## config.mk

```make
export PLATFORM = sky130hd
export DESIGN_NAME = extended_interval_timer
export DESIGN_NICKNAME = d
export VERILOG_FILES = /design/src/rtl/eit_pkg.sv /design/src/rtl/eit_div.sv /design/src/rtl/eit_ctrl.sv /design/src/rtl/extended_interval_timer.sv
export SDC_FILE = /design/constraint.sdc
export NUM_CORES = 1
export LEC_CHECK = 0
export ABC_CLOCK_PERIOD_IN_PS = 5900
export CAP_MARGIN = 20
export CORE_MARGIN = 2
export CORE_UTILIZATION = 45
export DETAILED_ROUTE_END_ITERATION = 16
export DONT_BUFFER_PORTS = 1
export PLACE_DENSITY_LB_ADDON = 0.08
export SYNTH_ARGS = -nofsm -noshare
export SYNTH_HDL_FRONTEND = slang
export SYNTH_SLANG_ARGS = --single-unit
```

## constraint.sdc

```tcl
create_clock -name clock -period 5.9 [get_ports clock]
set_clock_uncertainty 0.05 [all_clocks]
set_input_delay 0.295 -clock clock [delete_from_list [all_inputs] [get_ports clock]]
set_output_delay 0.295 -clock clock [all_outputs]
set_load 0.02 [all_outputs]
```

## src/rtl/eit_pkg.sv

```systemverilog
`timescale 1ns / 1ps
package eit_pkg;

   localparam int unsigned MS_WIDTH      = 22;
   localparam int unsigned TICK_WIDTH    = 11;
   localparam int unsigned TOTAL_WIDTH   = 32;
   localparam int unsigned COUNT_WIDTH   = 8;
   localparam int unsigned STEP_WIDTH    = 6;

   // microseconds per millisecond
   localparam logic [9:0]  US_PER_MS     = 10'd1000;
   // quotient bits produced by the divider, one per cycle
   localparam logic [STEP_WIDTH-1:0] DIV_STEPS = 6'd32;
   // ctc divisor search runs from the top down, a divisor of one needs no trial
   localparam logic [COUNT_WIDTH-1:0] DIVISOR_FIRST = 8'd255;
   localparam logic [COUNT_WIDTH-1:0] DIVISOR_LAST  = 8'd2;
   localparam logic [COUNT_WIDTH-1:0] COUNT_MAX     = 8'd255;

   // item kinds carried on req_tuser
   localparam logic MODE_SET_TIME = 1'b0;
   localparam logic MODE_TICK     = 1'b1;

   // timer_mode register codes
   localparam logic TIMER_NORMAL = 1'b0;
   localparam logic TIMER_CTC    = 1'b1;

   // register indexes
   localparam logic CSR_TIMER_MODE   = 1'b0;
   localparam logic CSR_TICK_TIME_US = 1'b1;

   localparam logic [TICK_WIDTH-1:0] TICK_TIME_RESET = 11'd128;

   typedef enum logic [2:0] {
      ST_IDLE,
      ST_MUL,
      ST_TOTAL,
      ST_TRY,
      ST_WAIT
   } state_type;

   typedef struct packed {
      logic                   timer_mode;
      logic [TICK_WIDTH-1:0]  tick_time_us;
   } cfg_type;

   typedef struct packed {
      logic                   start;
      logic [TOTAL_WIDTH-1:0] dividend;
      logic [TICK_WIDTH-1:0]  divisor;
   } div_cmd_type;

   typedef struct packed {
      logic                   done;
      logic [TOTAL_WIDTH-1:0] quotient;
      logic [TICK_WIDTH-1:0]  remainder;
   } div_rsp_type;

   // counter preload that makes the first overflow absorb the remainder
   function automatic logic [COUNT_WIDTH-1:0] preload_of(input logic [COUNT_WIDTH-1:0] rem);
      return 8'(9'h100 - {1'b0, rem});
   endfunction

endpackage

```

## src/rtl/eit_div.sv

```systemverilog
`timescale 1ns / 1ps
module eit_div (
   input  logic                  clock,
   input  logic                  reset,
   input  eit_pkg::div_cmd_type  cmd,
   output eit_pkg::div_rsp_type  rsp
);

   logic [eit_pkg::STEP_WIDTH-1:0]  cnt_ff,  cnt_in;
   logic [eit_pkg::TOTAL_WIDTH-1:0] quo_ff,  quo_in;
   logic [eit_pkg::TICK_WIDTH-1:0]  rem_ff,  rem_in;
   logic [eit_pkg::TICK_WIDTH-1:0]  dvs_ff,  dvs_in;
   logic                            done_ff, done_in;

   logic [eit_pkg::TICK_WIDTH:0]    trial;
   logic [eit_pkg::TICK_WIDTH:0]    diff;
   logic                            fits;

   // restoring division, one quotient bit a cycle
   always_comb begin
      trial = {rem_ff, quo_ff[eit_pkg::TOTAL_WIDTH-1]};
      diff  = trial - {1'b0, dvs_ff};
      fits  = (trial >= {1'b0, dvs_ff});
   end

   always_comb begin
      cnt_in  = cnt_ff;
      quo_in  = quo_ff;
      rem_in  = rem_ff;
      dvs_in  = dvs_ff;
      done_in = 1'b0;
      if (cmd.start) begin
         cnt_in = eit_pkg::DIV_STEPS;
         quo_in = cmd.dividend;
         rem_in = '0;
         dvs_in = cmd.divisor;
      end else if (cnt_ff != '0) begin
         cnt_in  = cnt_ff - 1'b1;
         quo_in  = {quo_ff[eit_pkg::TOTAL_WIDTH-2:0], fits};
         rem_in  = fits ? diff[eit_pkg::TICK_WIDTH-1:0] : trial[eit_pkg::TICK_WIDTH-1:0];
         done_in = (cnt_ff == eit_pkg::STEP_WIDTH'(1));
      end
   end

   always_ff @(posedge clock) begin
      if (reset) begin
         cnt_ff  <= '0;
         done_ff <= 1'b0;
      end else begin
         cnt_ff  <= cnt_in;
         done_ff <= done_in;
      end
      quo_ff <= quo_in;
      rem_ff <= rem_in;
      dvs_ff <= dvs_in;
   end

   assign rsp.done      = done_ff;
   assign rsp.quotient  = quo_ff;
   assign rsp.remainder = rem_ff;

endmodule

```

## src/rtl/eit_ctrl.sv

```systemverilog
`timescale 1ns / 1ps
module eit_ctrl (
   input  logic                                clock,
   input  logic                                reset,
   input  eit_pkg::cfg_type                    cfg,
   input  logic                                req_valid,
   output logic                                req_ready,
   input  logic                                req_mode,
   input  logic [eit_pkg::MS_WIDTH-1:0]        req_time_ms,
   output logic                                rsp_valid,
   input  logic                                rsp_ready,
   output logic                                rsp_fired,
   output logic [eit_pkg::TOTAL_WIDTH-1:0]     rsp_target_count,
   output logic [eit_pkg::COUNT_WIDTH-1:0]     rsp_reload_value,
   output logic [eit_pkg::COUNT_WIDTH-1:0]     rsp_counter_value,
   output eit_pkg::div_cmd_type                div_cmd,
   input  eit_pkg::div_rsp_type                div_rsp
);

   eit_pkg::state_type state_ff, state_in;

   logic [eit_pkg::COUNT_WIDTH-1:0] tick_count_ff, tick_count_in;
   logic [eit_pkg::COUNT_WIDTH-1:0] compare_ff,    compare_in;
   logic [eit_pkg::COUNT_WIDTH-1:0] remainder_ff,  remainder_in;
   logic [eit_pkg::TOTAL_WIDTH-1:0] needed_ff,     needed_in;
   logic [eit_pkg::TOTAL_WIDTH-1:0] seen_ff,       seen_in;
   logic [eit_pkg::TOTAL_WIDTH-1:0] prod_ff,       prod_in;
   logic [eit_pkg::TOTAL_WIDTH-1:0] total_ff,      total_in;
   logic [eit_pkg::COUNT_WIDTH-1:0] divisor_ff,    divisor_in;

   logic                            rsp_valid_ff,   rsp_valid_in;
   logic                            rsp_fired_ff,   rsp_fired_in;
   logic [eit_pkg::TOTAL_WIDTH-1:0] rsp_target_ff,  rsp_target_in;
   logic [eit_pkg::COUNT_WIDTH-1:0] rsp_reload_ff,  rsp_reload_in;
   logic [eit_pkg::COUNT_WIDTH-1:0] rsp_counter_ff, rsp_counter_in;

   logic                            accept;
   logic [eit_pkg::TICK_WIDTH-1:0]  tick_div;
   logic                            adv_event;
   logic                            adv_fired;
   logic [eit_pkg::COUNT_WIDTH-1:0] adv_tick;
   logic [eit_pkg::TOTAL_WIDTH-1:0] adv_seen;
   logic [eit_pkg::TOTAL_WIDTH-1:0] seen_inc;
   logic [eit_pkg::COUNT_WIDTH-1:0] total_rem;

   assign req_ready = (state_ff == eit_pkg::ST_IDLE) && (!rsp_valid_ff || rsp_ready);
   assign accept    = req_valid && req_ready;
   assign tick_div  = (cfg.tick_time_us == '0) ? eit_pkg::TICK_WIDTH'(1) : cfg.tick_time_us;
   assign total_rem = div_rsp.quotient[eit_pkg::COUNT_WIDTH-1:0];

   // one timer tick against the current state
   always_comb begin
      seen_inc  = seen_ff + 1'b1;
      adv_event = 1'b0;
      adv_fired = 1'b0;
      adv_tick  = tick_count_ff + 1'b1;
      adv_seen  = seen_ff;
      if (cfg.timer_mode == eit_pkg::TIMER_NORMAL) begin
         adv_event = (tick_count_ff == eit_pkg::COUNT_MAX);
      end else if (tick_count_ff == compare_ff) begin
         adv_event = 1'b1;
         adv_tick  = '0;
      end
      if (adv_event) begin
         adv_seen = seen_inc;
         if (needed_ff != '0 && seen_inc == needed_ff) begin
            adv_fired = 1'b1;
            adv_seen  = '0;
            if (cfg.timer_mode == eit_pkg::TIMER_NORMAL) begin
               adv_tick = eit_pkg::preload_of(remainder_ff);
            end
         end
      end
   end

   always_comb begin
      state_in = state_ff;
      unique case (state_ff)
         eit_pkg::ST_IDLE: begin
            if (accept && req_mode == eit_pkg::MODE_SET_TIME) begin
               state_in = eit_pkg::ST_MUL;
            end
         end
         eit_pkg::ST_MUL: begin
            state_in = eit_pkg::ST_TOTAL;
         end
         eit_pkg::ST_TOTAL: begin
            if (div_rsp.done) begin
               state_in = (cfg.timer_mode == eit_pkg::TIMER_NORMAL) ?
                          eit_pkg::ST_IDLE : eit_pkg::ST_TRY;
            end
         end
         eit_pkg::ST_TRY: begin
            state_in = eit_pkg::ST_WAIT;
         end
         eit_pkg::ST_WAIT: begin
            if (div_rsp.done) begin
               if (div_rsp.remainder == '0 || divisor_ff == eit_pkg::DIVISOR_LAST) begin
                  state_in = eit_pkg::ST_IDLE;
               end else begin
                  state_in = eit_pkg::ST_TRY;
               end
            end
         end
         default: state_in = eit_pkg::ST_IDLE;
      endcase
   end

   always_comb begin
      tick_count_in  = tick_count_ff;
      compare_in     = compare_ff;
      remainder_in   = remainder_ff;
      needed_in      = needed_ff;
      seen_in        = seen_ff;
      prod_in        = prod_ff;
      total_in       = total_ff;
      divisor_in     = divisor_ff;
      rsp_valid_in   = rsp_valid_ff && !rsp_ready;
      rsp_fired_in   = rsp_fired_ff;
      rsp_target_in  = rsp_target_ff;
      rsp_reload_in  = rsp_reload_ff;
      rsp_counter_in = rsp_counter_ff;
      div_cmd.start    = 1'b0;
      div_cmd.dividend = prod_ff;
      div_cmd.divisor  = tick_div;
      unique case (state_ff)
         eit_pkg::ST_IDLE: begin
            if (accept) begin
               if (req_mode == eit_pkg::MODE_TICK) begin
                  tick_count_in  = adv_tick;
                  seen_in        = adv_seen;
                  rsp_valid_in   = 1'b1;
                  rsp_fired_in   = adv_fired;
                  rsp_target_in  = needed_ff;
                  rsp_reload_in  = (cfg.timer_mode == eit_pkg::TIMER_NORMAL) ?
                                   eit_pkg::preload_of(remainder_ff) : compare_ff;
                  rsp_counter_in = adv_tick;
               end else begin
                  prod_in = eit_pkg::TOTAL_WIDTH'(req_time_ms) *
                            eit_pkg::TOTAL_WIDTH'(eit_pkg::US_PER_MS);
               end
            end
         end
         eit_pkg::ST_MUL: begin
            div_cmd.start = 1'b1;
         end
         eit_pkg::ST_TOTAL: begin
            if (div_rsp.done) begin
               total_in   = div_rsp.quotient;
               divisor_in = eit_pkg::DIVISOR_FIRST;
               if (cfg.timer_mode == eit_pkg::TIMER_NORMAL) begin
                  remainder_in = total_rem;
                  needed_in    = eit_pkg::TOTAL_WIDTH'(div_rsp.quotient[eit_pkg::TOTAL_WIDTH-1:
                                 eit_pkg::COUNT_WIDTH]) + eit_pkg::TOTAL_WIDTH'(total_rem != '0);
                  seen_in      = '0;
                  if (total_rem != '0) begin
                     tick_count_in = eit_pkg::preload_of(total_rem);
                  end
                  rsp_valid_in   = 1'b1;
                  rsp_fired_in   = 1'b0;
                  rsp_target_in  = needed_in;
                  rsp_reload_in  = eit_pkg::preload_of(total_rem);
                  rsp_counter_in = tick_count_in;
               end
            end
         end
         eit_pkg::ST_TRY: begin
            div_cmd.start    = 1'b1;
            div_cmd.dividend = total_ff;
            div_cmd.divisor  = eit_pkg::TICK_WIDTH'(divisor_ff);
         end
         eit_pkg::ST_WAIT: begin
            if (div_rsp.done) begin
               if (div_rsp.remainder == '0 || divisor_ff == eit_pkg::DIVISOR_LAST) begin
                  // even divisor found, or none above one left: period of that divisor, or of one tick
                  if (div_rsp.remainder == '0) begin
                     compare_in = divisor_ff - 1'b1;
                     needed_in  = div_rsp.quotient;
                  end else begin
                     compare_in = '0;
                     needed_in  = total_ff;
                  end
                  seen_in        = '0;
                  rsp_valid_in   = 1'b1;
                  rsp_fired_in   = 1'b0;
                  rsp_target_in  = needed_in;
                  rsp_reload_in  = compare_in;
                  rsp_counter_in = tick_count_ff;
               end else begin
                  divisor_in = divisor_ff - 1'b1;
               end
            end
         end
         default: begin
            div_cmd.start = 1'b0;
         end
      endcase
   end

   always_ff @(posedge clock) begin
      if (reset) begin
         state_ff      <= eit_pkg::ST_IDLE;
         tick_count_ff <= '0;
         compare_ff    <= '0;
         remainder_ff  <= '0;
         needed_ff     <= '0;
         seen_ff       <= '0;
         rsp_valid_ff  <= 1'b0;
      end else begin
         state_ff      <= state_in;
         tick_count_ff <= tick_count_in;
         compare_ff    <= compare_in;
         remainder_ff  <= remainder_in;
         needed_ff     <= needed_in;
         seen_ff       <= seen_in;
         rsp_valid_ff  <= rsp_valid_in;
      end
      prod_ff        <= prod_in;
      total_ff       <= total_in;
      divisor_ff     <= divisor_in;
      rsp_fired_ff   <= rsp_fired_in;
      rsp_target_ff  <= rsp_target_in;
      rsp_reload_ff  <= rsp_reload_in;
      rsp_counter_ff <= rsp_counter_in;
   end

   assign rsp_valid         = rsp_valid_ff;
   assign rsp_fired         = rsp_fired_ff;
   assign rsp_target_count  = rsp_target_ff;
   assign rsp_reload_value  = rsp_reload_ff;
   assign rsp_counter_value = rsp_counter_ff;

endmodule

```

## src/rtl/extended_interval_timer.sv

```systemverilog
`timescale 1ns / 1ps
// 8-bit interval timer stretched by a 32-bit event counter.
// req channel: req_tuser selects the item kind (0 set time and rearm, 1 one
// prescaled timer tick); req_tdata carries the interval in milliseconds.
// rsp channel: one item back for every request item, carrying the fired
// flag, the event target, the preload or compare value and the counter.
// csr port: csr_index 0 is timer_mode (0 overflow counting, 1 compare match),
// index 1 is tick_time_us; writes land at the clock edge with csr_we high.
// A tick item's result is registered and valid in the cycle after it is taken.
// A set-time item runs through a shared one-bit-per-cycle divider: first for
// the tick total, and in compare mode again for each divisor tried from 255
// down, at most 254 tries, until one divides the total evenly.
// Only one item is in flight; req_tready is low while it is worked on.
// The result sits in an output register; a new item is taken in the cycle
// the previous result leaves, and a stalled rsp_tready holds off req_tready.
// Reset (synchronous) clears the counters and target and restores
// tick_time_us to 128 and overflow mode.
module extended_interval_timer (
   input  logic         clock,
   input  logic         reset,
   input  logic         req_tvalid,
   output logic         req_tready,
   input  logic         req_tuser,   // mode
   input  logic [23:0]  req_tdata,   // desired_time_ms[21:0], zero pad
   output logic         rsp_tvalid,
   input  logic         rsp_tready,
   output logic [55:0]  rsp_tdata,   // fired, target_count[31:0], reload_value[7:0],
                                     // counter_value[7:0], zero pad
   input  logic         csr_we,
   input  logic         csr_index,
   input  logic [10:0]  csr_wdata
);

   logic                                    timer_mode_ff, timer_mode_in;
   logic [eit_pkg::TICK_WIDTH-1:0]          tick_time_ff,  tick_time_in;
   eit_pkg::cfg_type                        cfg;
   eit_pkg::div_cmd_type                    div_cmd;
   eit_pkg::div_rsp_type                    div_rsp;
   logic                                    fired;
   logic [eit_pkg::TOTAL_WIDTH-1:0]         target_count;
   logic [eit_pkg::COUNT_WIDTH-1:0]         reload_value;
   logic [eit_pkg::COUNT_WIDTH-1:0]         counter_value;

   always_comb begin
      timer_mode_in = timer_mode_ff;
      tick_time_in  = tick_time_ff;
      if (csr_we) begin
         unique case (csr_index)
            eit_pkg::CSR_TIMER_MODE:   timer_mode_in = csr_wdata[0];
            eit_pkg::CSR_TICK_TIME_US: tick_time_in  = csr_wdata;
            default:                   tick_time_in  = tick_time_ff;
         endcase
      end
   end

   always_ff @(posedge clock) begin
      if (reset) begin
         timer_mode_ff <= eit_pkg::TIMER_NORMAL;
         tick_time_ff  <= eit_pkg::TICK_TIME_RESET;
      end else begin
         timer_mode_ff <= timer_mode_in;
         tick_time_ff  <= tick_time_in;
      end
   end

   assign cfg.timer_mode   = timer_mode_ff;
   assign cfg.tick_time_us = tick_time_ff;

   eit_ctrl u_ctrl (
      .clock             (clock),
      .reset             (reset),
      .cfg               (cfg),
      .req_valid         (req_tvalid),
      .req_ready         (req_tready),
      .req_mode          (req_tuser),
      .req_time_ms       (req_tdata[eit_pkg::MS_WIDTH-1:0]),
      .rsp_valid         (rsp_tvalid),
      .rsp_ready         (rsp_tready),
      .rsp_fired         (fired),
      .rsp_target_count  (target_count),
      .rsp_reload_value  (reload_value),
      .rsp_counter_value (counter_value),
      .div_cmd           (div_cmd),
      .div_rsp           (div_rsp)
   );

   eit_div u_div (
      .clock (clock),
      .reset (reset),
      .cmd   (div_cmd),
      .rsp   (div_rsp)
   );

   assign rsp_tdata = {7'b0, counter_value, reload_value, target_count, fired};

endmodule

```

==> impl_metrics.env, run 1 <==
export IMPL_final_cells=2537
export IMPL_dr_total_vias=14200
export IMPL_core_um2=40700
export IMPL_reg2reg_depth=14
export IMPL_dp_cells=2454
export IMPL_port_buffers=0
export IMPL_endpoint_kind="flop"
export IMPL_max_vdd_ir_drop_mv=0.233
export IMPL_p_total_mw=9.42
export IMPL_synth_edf_count=161
export IMPL_min_period_over_period_pct=83.4
export IMPL_max_stage_delay_ps=520
export IMPL_status="complete, no violations"
export IMPL_netlist_area_um2=18600
export IMPL_cts_root_buffer="clkbuf_16"
export IMPL_num_io_pins=100
export IMPL_worst_r2r_setup_slack_ps=1260
export IMPL_drc=0
export IMPL_track_usage_pct=22.1
export IMPL_hold_path_class="in -> reg"
export IMPL_crit_arrival_ps=5170
export IMPL_row_count=74
export IMPL_antenna_found_initial=0
export IMPL_dp_hpwl_um=34800
export IMPL_die_area_um2=42900
export IMPL_grt_start_max_net_pins=110
export IMPL_place_gp_congestion=0.930
export IMPL_worstReg2RegEnd="u_ctrl.rsp_target_count[20]$_DFFE_PP_"
export IMPL_synth_cell_types=68
export IMPL_ys_seq_area_share_pct=39.2
export IMPL_via_per_inst=5.61
export IMPL_die_width_um=207
export IMPL_path_common_cell="fa_1"
export IMPL_clk_latency_ps=560
export IMPL_slew_headroom_pct=28.8
export IMPL_setup_worst_path_end="u_ctrl.prod_ff[30]$_DFFE_PP_"
export IMPL_layout_min_cycle_time_ps=4920
export IMPL_comb_power_share_pct=42.7
export IMPL_syn2layout_area_growth_pct=9.53
export IMPL_crit_required_ps=6150
export IMPL_p_leak_nw=7.93
export IMPL_antenna_cells=0
export IMPL_grt_setup_unrepaired="false"
export IMPL_synth_warnings=0
export IMPL_synth_main_ff_cell="edfxtp_1"
export IMPL_grt_pass1_vias=13700
export IMPL_synthArstFlopShare_pct=0
export IMPL_intPower_mw=5.68
export IMPL_cp_slowest_cell="fa_1"
export IMPL_cts_resized=0
export IMPL_clkTransAtPathRegs_ps=50
export IMPL_cts_tree="done"
export IMPL_initial_core_util_pct=45.5
export IMPL_path_class="in -> reg"
export IMPL_drtPass1Iterations=6
export IMPL_cts_sinks=283
export IMPL_p_switching_mw=3.75
export IMPL_grt_pass1_wl_um=76800
export IMPL_power_frac_seq_pct=35.0
export IMPL_max_freq_mhz=203
export IMPL_clockBufferDepth=3
export IMPL_r2r_start="u_div.quo_ff[0]$_DFFE_PP_"
export IMPL_htreeDepth=2
export IMPL_wl_um=47600
export IMPL_drive_gt1_share_pct=5.24
export IMPL_synth_area_per_cell_um2=9.30
export IMPL_maxCapViolCount=0
export IMPL_tightest_slew_ps=1060
export IMPL_hold_viol=0
export IMPL_startpoint="req_tdata[6]"
export IMPL_drt_iter0_drc=1141
export IMPL_cp_max_fo=5
export IMPL_ys_ff_latch=283
export IMPL_nets=2186
export IMPL_die_h_um=207
export IMPL_finalMaxSlewViolations=0
export IMPL_synth_cells=1995
export IMPL_wl_per_cell_um=18.7
export IMPL_critical_path_startpoint_type="primary input"
export IMPL_swShare_pct=39.8
export IMPL_cts_buffers=35
export IMPL_setup_viol=0
export IMPL_utilization_pct=49.9
export IMPL_gr_total_overflow=0
export IMPL_power_density_nw_per_um2=464
export IMPL_ant_nets=0
export IMPL_clock_power_share_pct=22.3
export IMPL_crit_path_cell_trace="inv_1, fa_1, fa_1, fa_1, fa_1, inv_1, ha_1, a211o_1, o2111ai_1, a31oi_1, a211oi_1, o21ai_0, o41ai_1, o21ai_0, o41a_1, xnor2_1"
export IMPL_fin_setup_tns_ps=0
==> routing by layer <==
layer	share of wire [%]	track usage, %	up-vias
met5	0	0	-
met4	2.7	7.32	0
met3	4.9	2.97	59
met2	45	33.8	332
met1	48	32.4	6882
li1	-	-	6951
==> critical path, delay by kind of cell <==
kind | cells | cell delay, ps
adders and majority gates | 5 | 2380
buffers and inverters | 2 | 210
xor gates and xnor gates | 1 | 130
AOI/OAI and AO/OA | 8 | 2130
==> power by group through the flow <==
stage / Combinational (mW) / Clock [mW] / Sequential (mW)
after floorplan: 3.14 / 0 / 3.17
final: 4.02 / 2.10 / 3.30
after detailed placement: 4.01 / 0 / 3.34
after CTS: 4.06 / 2.15 / 3.30
after global placement: 3.96 / 0 / 3.33
after global routing: 4.62 / 2.23 / 3.35
==> synth_stat cells (11+ instances only) <==
library cell	count	area share, %
a211oi_1	24	0.97
or3_1	29	0.98
nand4_1	18	0.61
fa_1	79	8.5
buf_1	11	0.22
a221o_1	11	0.59
clkbuf_1	78	1.6
edfxtp_1	161	26
ha_1	87	5.9
a21oi_1	168	4.5
or4_1	12	0.49
and3_1	26	0.88
nor2b_1	18	0.61
nor3_1	40	1.1
nand2_1	184	3.7
inv_1	150	3.0
mux2i_1	66	3.6
and2_1	12	0.40
nor4_1	25	0.84
xor2_1	41	1.9
nor2_1	190	3.8
xnor2_1	89	4.2
dfxtp_1	122	13
nand3_1	52	1.4
o21ai_0	142	3.8
a21o_1	13	0.53
==> worst min path at each step <==
stage	start	cells past startpoint	slack, ps	to
5_1_grt	csr_we	3	50	timer_mode_ff$_SDFFE_PP0P_
2_1_floorplan	req_tdata[0]	0	340	u_ctrl.prod_ff[3]$_DFFE_PP_
3_5_place_dp	reset	1	330	u_ctrl.seen_ff[11]$_SDFFE_PP0P_
3_3_place_gp	reset	1	330	u_ctrl.seen_ff[18]$_SDFFE_PP0P_
4_1_cts	csr_we	3	6	timer_mode_ff$_SDFFE_PP0P_
6_report	csr_we	3	30	timer_mode_ff$_SDFFE_PP0P_
==> cell families (layout without fill, tap and decap cells) <==
| family | after synthesis | in the layout | synth area share (%) |
|---|---|---|---|
| simple gates | 647 | 647 | 16.7 |
| mux | 73 | 73 | 3.98 |
| fa+ha+maj | 166 | 166 | 14.4 |
| other cells | 1 | 7 | 0.0202 |
| flops | 283 | 283 | 39.2 |
| buf+inv | 257 | 261 | 5.64 |
| xor+xnor | 130 | 130 | 6.14 |
| compound gates | 438 | 438 | 13.9 |
==> sequential cells by signal (all words and copies together) (netlist names) <==
| name | count |
|---|---|
| u_ctrl.tick_count_ff | 8 |
| tick_time_ff | 11 |
| u_ctrl.total_ff | 32 |
| u_ctrl.rsp_counter_value | 8 |
| timer_mode_ff | 1 |
| u_div.dvs_ff | 11 |
| u_div.rem_ff | 11 |
| u_ctrl.needed_ff | 32 |
| u_ctrl.rsp_reload_value | 8 |
| u_ctrl.rsp_target_count | 32 |
| u_ctrl.rsp_fired | 1 |
| u_ctrl.state_ff | 3 |
| u_ctrl.divisor_ff | 8 |
| u_ctrl.remainder_ff | 8 |
| u_div.cnt_ff | 6 |
| u_ctrl.compare_ff | 8 |
| u_ctrl.rsp_valid | 1 |
| u_ctrl.prod_ff | 29 |
| u_div.quo_ff | 32 |
| u_ctrl.seen_ff | 32 |
| u_div.done_ff | 1 |
==> cell usage in the layout, fill, tap and decap left out, types with 8 or more instances in the layout <==
cell,count
xor2_1,41
nor2b_1,17
o21ai_0,142
or3_1,29
or4_1,12
xnor2_1,89
dlygate4sd3_1,18
nor3_1,40
a221o_1,11
clkinv_1,10
nor4_1,25
a21o_1,13
clkbuf_16,35
edfxtp_1,161
mux2i_1,66
buf_4,28
nand2_1,184
and3_1,26
o21bai_1,8
a211oi_1,23
nand3_1,51
inv_1,150
nand4_1,18
and2_1,12
ha_1,87
a21oi_1,167
fa_1,79
nor2_1,189
dfxtp_1,121
a31oi_1,9
==> final cells by class <==
class / count / area, um^2
fillers: 3857 / 20400
multi-input cells: 1461 / 10300
flip-flops and latches: 283 / 7280
clock buffers: 38 / 887
well taps: 532 / 666
inverters: 150 / 563
repair buffers: 47 / 418
clock inverters: 26 / 216
==> per-stage QoR <==
step	hold slack [ps]	area [um^2]	setup WS (ps)
2_1_floorplan	344	18600	760
3_3_place_gp	331	19000	400
3_5_place_dp	334	19000	315
4_1_cts	6.30	20300	894
5_1_grt	45.6	20300	695
6_report	33.1	20300	979
==> repair_timing <==
| action | 4_1_cts | 5_1_grt |
|---|---|---|
| hold buffers | 19 | 0 |
| endpoints found under the setup margin | 0 | 0 |
| hold endpoints to repair | 113 | 0 |
| setup buffers | 0 | 0 |
(Power assumes the default switching activity.)
==> run 2: changes to the inputs <==
- ABC_CLOCK_PERIOD_IN_PS: 5900 -> 5150
- clock period: 5.9 -> 5.15 ns (I/O delays scaled with it)
==> impl_metrics.env, run 2 (same netlist as run 1, synthesis figures left out) <==
export IMPL_htreeDepth=2
export IMPL_cts_buffers=34
export IMPL_max_vdd_ir_drop_mv=0.222
export IMPL_path_depth=16
export IMPL_cts_root_buffer="clkbuf_16"
export IMPL_fin_setup_tns_ps=0
export IMPL_place_gp_congestion=0.920
export IMPL_placed_area_um2=19200
export IMPL_power_density_nw_per_um2=533
export IMPL_swShare_pct=39.5
export IMPL_comb_power_share_pct=44.4
export IMPL_clkTransAtPathRegs_ps=60
export IMPL_layout_commonest_cell="nor2_1"
export IMPL_grt_setup_unrepaired="false"
export IMPL_port_buffers=0
export IMPL_finalMaxSlewViolations=0
export IMPL_layout_min_cycle_time_ps=4780
export IMPL_power_frac_seq_pct=34.4
export IMPL_path_common_cell="fa_1"
export IMPL_row_count=74
export IMPL_cts_hold_buf=19
export IMPL_status="complete, no violations"
export IMPL_grt_start_max_net_pins=110
export IMPL_syn2layout_area_growth_pct=10.4
export IMPL_cts_sinks=283
export IMPL_final_cell_area_um2=20500
export IMPL_critical_path_startpoint_type="primary input"
export IMPL_hold_viol=0
export IMPL_p_total_mw=10.9
export IMPL_maxCapViolCount=0
export IMPL_crit_required_ps=5380
export IMPL_p_switching_mw=4.32
export IMPL_crit_buf_inv=2
export IMPL_slew_headroom_pct=32.4
export IMPL_drc=0
export IMPL_cp_max_fo=4
export IMPL_hold_path_class="in -> reg"
export IMPL_dr_total_vias=14400
export IMPL_num_io_pins=100
export IMPL_final_cell_mix="nor2_1 (189), nand2_1 (184), a21oi_1 (167)"
export IMPL_crit_family="adder cells"
export IMPL_postCtsSetupRepairBufs=0
export IMPL_cts_tree="done"
export IMPL_p_leak_nw=8.04
export IMPL_drt_iter0_drc=945
export IMPL_intPower_mw=6.61
export IMPL_nets=2210
export IMPL_endpoint_kind="flop"
export IMPL_reg2reg_depth=10
export IMPL_drtPass1Iterations=5
export IMPL_clockBufferDepth=3
export IMPL_grt_pass1_wl_um=77400
export IMPL_tightest_slew_ps=1010
export IMPL_die_width_um=207
export IMPL_grt_pass1_vias=13900
export IMPL_ant_nets=0
export IMPL_max_freq_mhz=209
export IMPL_cts_resized=0
export IMPL_max_stage_delay_ps=520
export IMPL_dp_hpwl_um=35400
export IMPL_crit_path_cell_trace="inv_1, fa_1, fa_1, fa_1, fa_1, inv_1, ha_1, a211o_1, o2111ai_1, a31oi_1, a211oi_1, o21ai_0, o41ai_1, o21ai_0, o41a_1, xnor2_1"
export IMPL_clock_power_share_pct=21.2
export IMPL_clk_latency_ps=530
export IMPL_gr_total_overflow=0
export IMPL_initial_core_util_pct=45.5
export IMPL_core_um2=40700
export IMPL_die_h_um=207
export IMPL_via_per_inst=5.62
export IMPL_path_class="in -> reg"
export IMPL_min_period_over_period_pct=92.8
export IMPL_wl_per_cell_um=18.7
export IMPL_whs_path_depth=2
export IMPL_wl_um=48000
export IMPL_antenna_cells=0
export IMPL_drive_gt1_share_pct=6.46
export IMPL_cp_slowest_cell="fa_1"
export IMPL_antenna_found_initial=0
export IMPL_setup_viol=0
export IMPL_die_area_um2=42900
export IMPL_crit_arrival_ps=5010
export IMPL_track_usage_pct=22.2
## run 2: area by class of cell
cell class	count	area (um^2)
clock buffers	42	901
clock inverters	20	171
fillers	3859	20200
inverters	150	563
multi-input cells	1461	10300
flip-flops and latches	283	7280
well taps	532	666
repair buffers	72	618
## run 2: worst register-to-register path, delay by kind of cell (launching register included)
| kind | cells | cell delay, ps |
|---|---|---|
| AOI/OAI and AO/OA | 4 | 910 |
| DFF | 1 | 540 |
| and+or+nand+nor | 6 | 2740 |
## run 2: worst paths after layout
check             slack, ps                               to                       startpoint
hold reg to reg         420     tick_time_ff[4]$_SDFFE_PP0P_     tick_time_ff[4]$_SDFFE_PP0P_
setup / recovery        370     u_ctrl.prod_ff[30]$_DFFE_PP_                     req_tdata[4]
hold / removal           40   u_ctrl.seen_ff[0]$_SDFFE_PP0P_                            reset
setup reg to reg        790  u_ctrl.seen_ff[12]$_SDFFE_PP0P_  u_ctrl.seen_ff[10]$_SDFFE_PP0P_
## run 2: metal layers
layer	wire (um)	GRT usage [%]
met1	23100	32.7
met2	21600	34.6
met3	2300	2.77
met4	1020	5.71
met5	0	0
## run 2: stage by stage
step	std cells	setup slack, ps	hold WS (ps)	util, %
after floorplan	2001	47.9	306	-
after CTS	2560	339	39.7	50.3
after detailed placement	2479	-232	298	47.2
after global placement	2479	-131	294	47.2
after global routing	2560	61.9	68.0	50.3
final	2560	370	43.4	50.3
## run 2: power by group through the flow
stage          combinational (mW)  sequential [mW]  clock (mW)
2_1_floorplan                3.60             3.63           0
3_3_place_gp                 4.78             3.80           0
3_5_place_dp                 4.83             3.81           0
4_1_cts                      4.88             3.76        2.39
5_1_grt                      5.51             3.82        2.47
6_report                     4.85             3.76        2.32
